File: src/rtl/rc4_pkg.sv
// ----------------------------------------------------------------------------
// rc4_pkg
// Shared constants and types for the RC4 stream cipher block.
// ----------------------------------------------------------------------------
package rc4_pkg;

    localparam int TABLE_SIZE    = 256;
    localparam int ADDR_W        = $clog2(TABLE_SIZE);
    localparam int BYTE_W        = 8;
    localparam int MAX_KEY_BYTES = 256;
    localparam int KCNT_W        = $clog2(MAX_KEY_BYTES + 1);

    localparam logic CMD_KEY  = 1'b0;
    localparam logic CMD_DATA = 1'b1;

    typedef logic [BYTE_W-1:0] t_byte;
    typedef logic [ADDR_W-1:0] t_addr;

    // write port of a table RAM
    typedef struct packed {
        logic  en;
        t_addr addr;
        t_byte data;
    } t_ram_wr;

    typedef enum logic [10:0] {
        ST_IDLE = 11'b000_0000_0001,
        ST_FILL = 11'b000_0000_0010,
        ST_K_RD = 11'b000_0000_0100,
        ST_K_J  = 11'b000_0000_1000,
        ST_K_WJ = 11'b000_0001_0000,
        ST_K_WI = 11'b000_0010_0000,
        ST_G_RJ = 11'b000_0100_0000,
        ST_G_WJ = 11'b000_1000_0000,
        ST_G_WI = 11'b001_0000_0000,
        ST_G_KS = 11'b010_0000_0000,
        ST_OUT  = 11'b100_0000_0000
    } t_state;

endpackage

File: src/rtl/rc4_ram.sv
// ----------------------------------------------------------------------------
// rc4_ram
// 256 x 8 table RAM, one write and one read port, registered read data
// (read during write to the same address returns the old contents).
// ----------------------------------------------------------------------------
module rc4_ram
    import rc4_pkg::*;
(
    input  logic    i_clk,
    input  t_ram_wr i_wr,
    input  t_addr   i_raddr,
    output t_byte   o_rdata
);

    t_byte r_mem [TABLE_SIZE];
    t_byte r_rdata;

    always_ff @(posedge i_clk) begin
        if (i_wr.en) begin
            r_mem[i_wr.addr] <= i_wr.data;
        end
        r_rdata <= r_mem[i_raddr];
    end

    assign o_rdata = r_rdata;

endmodule

File: config.mk
export PLATFORM = sky130hd
export DESIGN_NAME = rc4_ram
export DESIGN_NICKNAME = d
export VERILOG_FILES = /design/src/rtl/rc4_pkg.sv /design/src/rtl/rc4_ram.sv
export SDC_FILE = /design/constraint.sdc
export NUM_CORES = 2
export LEC_CHECK = 0
export ABC_CLOCK_PERIOD_IN_PS = 5100
export BUFFER_PORTS_ARGS = -buffer_cell sky130_fd_sc_hd__clkbuf_2
export CAP_MARGIN = 15
export CELL_PAD_IN_SITES_DETAIL_PLACEMENT = 0
export CELL_PAD_IN_SITES_GLOBAL_PLACEMENT = 2
export CORE_MARGIN = 2
export CORE_UTILIZATION = 35
export DETAILED_ROUTE_END_ITERATION = 10
export GPL_TIMING_DRIVEN = 1
export HOLD_SLACK_MARGIN = 0.06
export PLACE_DENSITY = 0.55
export SLEW_MARGIN = 20
export SYNTH_ARGS = -nofsm -noshare
export SYNTH_HDL_FRONTEND = slang
export SYNTH_SLANG_ARGS = --single-unit
File: constraint.sdc
create_clock -name i_clk -period 5.1 [get_ports i_clk]
set_input_delay 1.02 -clock i_clk [delete_from_list [all_inputs] [get_ports i_clk]]
set_output_delay 1.02 -clock i_clk [all_outputs]
set_load 0.02 [all_outputs]
==> qor.txt <==
Net count after synthesis = 3,759
Die ar. = 231,100 sq um
Clock slew at reported path FFs = 0.06 ns
Synth Area in Simple Gates = 2.628%
Clock Sink Count = 2,056
Worst skew pair latency = 0.87 ns
CP Capture Type = register
CTS Buf Count = 220
Largest driver fanout on the critical path = 26
Synth warn = 0
Layout cells sized above 1 = 26.88%
Placed Cells = 6,842
Die Height = 480.8 microns
Routability cong. = 0.8197
Non-Filler Instances = 7,257
WP data required = 5.84 ns
Final setup fails = 0
DRT iter0 DRCs = 3,483
Net count, final = 4,081
Lkg Pwr = 28.67 nW
Netlist cell types = 55
Post-CTS setup buffer count = 0
ANT nets after route = 0
Fmax = 272.0 MHz
Post-synth EDFFs = 2,048
Sequential share of the synthesized area = 77.50%
Setup slack after layout = 1.423 ns
PortBufs = 33
Worst setup path startpoint = i_raddr[0]
Post-synthesis compound-gate area fraction = 3.419%
Pre-CTS worst setup slack = 0.5401 ns
Placed instance area = 84,910 sq um
Met2 wire len = 109,500 microns
Antenna violations before repair = 13
Core area = 226,600 sq um
Resized cells post-CTS = 0
Synthesized-area fraction occupied by adder cells = 0%
Max-cap violations = 0
Bufs on Longest Clock Path = 3
Tmin final = 3.677 ns
RSZ-0062 raised after global routing = false
Worst hold-check path type = primary input to register
Highest Signal Layer = met4
Post-Synth XOR/XNOR Area = 0%
Fillers = 19,980
Initial Utilization = 35.11%
Die width = 480.8 microns
Storage cell area = 61,660 sq um
Final non-filler cell area = 92,190 sq um
TritonCTS clock tree = done
GRT Util Overall = 19.77%
WP data arrival = 4.41 ns
DP Wirelength = 145,000 microns
Multiplexer share of the synthesized area = 14.62%
Main combinational cell family by area after synthesis = multiplexers
CTS H-tree lvls = 4
Peak supply drop = 0.3482 mV
Setup TNS = 0 ns
# IOs = 34
Area of the multi-input gates = 16,540 sq um
Residual DRC = 0
Largest net degree at the start of global routing = 151
Worst Path Class, Setup = primary input to register
Aggregate routed wire length = 228,100 microns
Startpoint types = primary input
Wire per inst = 31.43 microns
Fin Hold WS = 0.3744 ns
Final core utilization = 40.68%
Wl on met1 = 102,900 microns
Top FF cell, synth = edfxtp_1
First-pass GRT wire length = 320,600 microns
Cell Area, Synth = 79,560 sq um
Via count = 38,860
Hold violation count in the final report = 0
CTS Hold Bufs = 0
Drt pass-1 iters = 7
Drt via density = 5.355
Cells after Synth = 3,733
Vias in the first global route = 40,310
Pwr Total = 36.63 mW
Relative slew slack = 25.10%
Area Overhead vs Synth = 15.89%
Clock skew = 0.03710 ns
Hold_sp = i_wr[6]
Max-slew violations = 0
WL met3 = 11,090 microns
Async set-reset flop share out of synthesis = 0%
Root Driver = clkbuf_16
Num rows = 175
Seq cells post-synth = 2,056
Status = finished, final reports clean
GR Overflow Total = 0
R2R Path Start = r_mem[83][6]
Avg Inst Size Synth = 21.31 sq um
PD cells = 397.3 nW/um^2
Actual slew at the worst max-slew pin = 1.124 ns
Period utilisation layout = 72.09%
-- worst max-delay path: stages --
cell	delay (ns)
buf_8	0.39
buf_12	0.30
buf_4	0.36
mux4_2	0.54
a22o_1	0.29
a221oi_1	0.78
o221ai_1	0.27
a211oi_1	0.25
nor4_1	0.08
-- power breakdown --
part	leakage [nW]	total, mW	switching (mW)	internal [mW]
clock	3.57	16.1	6.79	9.31
sequential	18.5	18.7	0.0401	18.6
combinational	6.63	1.86	1.23	0.627
total	28.7	36.6	8.06	28.6
-- kinds of logic after synthesis --
group / after synthesis
mux: 591
flops: 2056
buf+inv: 235
compound gates: 385
simple gates: 466
-- cell usage after synthesis, drive strengths merged (10+ instances only) --
| master | count | area [sq um] |
|---|---|---|
| o22ai | 28 | 175.2 |
| a211oi | 16 | 120.1 |
| nor2 | 282 | 1059 |
| edfxtp | 2048 | 61500 |
| mux4 | 456 | 10280 |
| nand2 | 33 | 123.9 |
| clkbuf | 111 | 416.7 |
| a21oi | 96 | 480.5 |
| nor2b | 31 | 193.9 |
| o221ai | 47 | 417.9 |
| nor4 | 27 | 187.7 |
| a22oi | 133 | 998.5 |
| nand4 | 10 | 62.56 |
| nor3 | 22 | 110.1 |
| o211ai | 10 | 75.07 |
| buf | 122 | 1032 |
| nand3 | 34 | 170.2 |
| a221oi | 14 | 128.9 |
| o21ai | 12 | 60.06 |
| mux2i | 134 | 1341 |
-- sequential cells by signal, indices dropped and copies added (netlist names) --
signal   flops
o_rdata      8
r_mem     2048
-- per-layer routing --
| metal | global-route usage, % | up-vias |
|---|---|---|
| met3 | 3.108 | 245 |
| met4 | 4.772 | 0 |
| met2 | 31.65 | 983 |
| li1 | - | 16400 |
| met1 | 28.33 | 21240 |
| met5 | 0 | - |
-- final cells by class --
type	instances	area share (%)
flip-flops and latches	2056	66.88
multi-input cells	1442	17.95
clock buffers	268	6.288
well taps	3009	4.084
repair buffers	333	3.184
clock inverters	144	1.604
inverters	2	0.008143
diodes	3	0.008143
-- cell usage in the layout, fill, tap and decap left out, types with 13 or more instances in the layout --
cell type	Yosys	routed
nand3_1	34	28
buf_12	8	33
a211oi_1	16	16
clkinv_2	0	47
nor3_1	22	22
nand2_1	33	32
o221ai_1	46	46
bufinv_16	0	24
edfxtp_1	2048	2048
o22ai_1	28	28
clkbuf_2	0	21
a21oi_1	96	96
mux4_2	454	454
a221oi_1	13	13
nor2b_1	31	28
a22oi_1	133	133
clkinv_1	1	53
nor2_1	282	279
clkbuf_16	0	221
nor4_1	24	21
buf_4	27	269
mux2i_1	134	134
clkbuf_1	111	38
-- final timing paths --
kind	slack, ns	end	cells after the start
setup reg to reg	2.31	o_rdata[6]	7
setup / recovery	1.42	o_rdata[3]	9
hold reg to reg	0.98	o_rdata[3]	6
hold / removal	0.37	r_mem[77][6]	1
No activity file was read; power rests on OpenSTA's default activity.
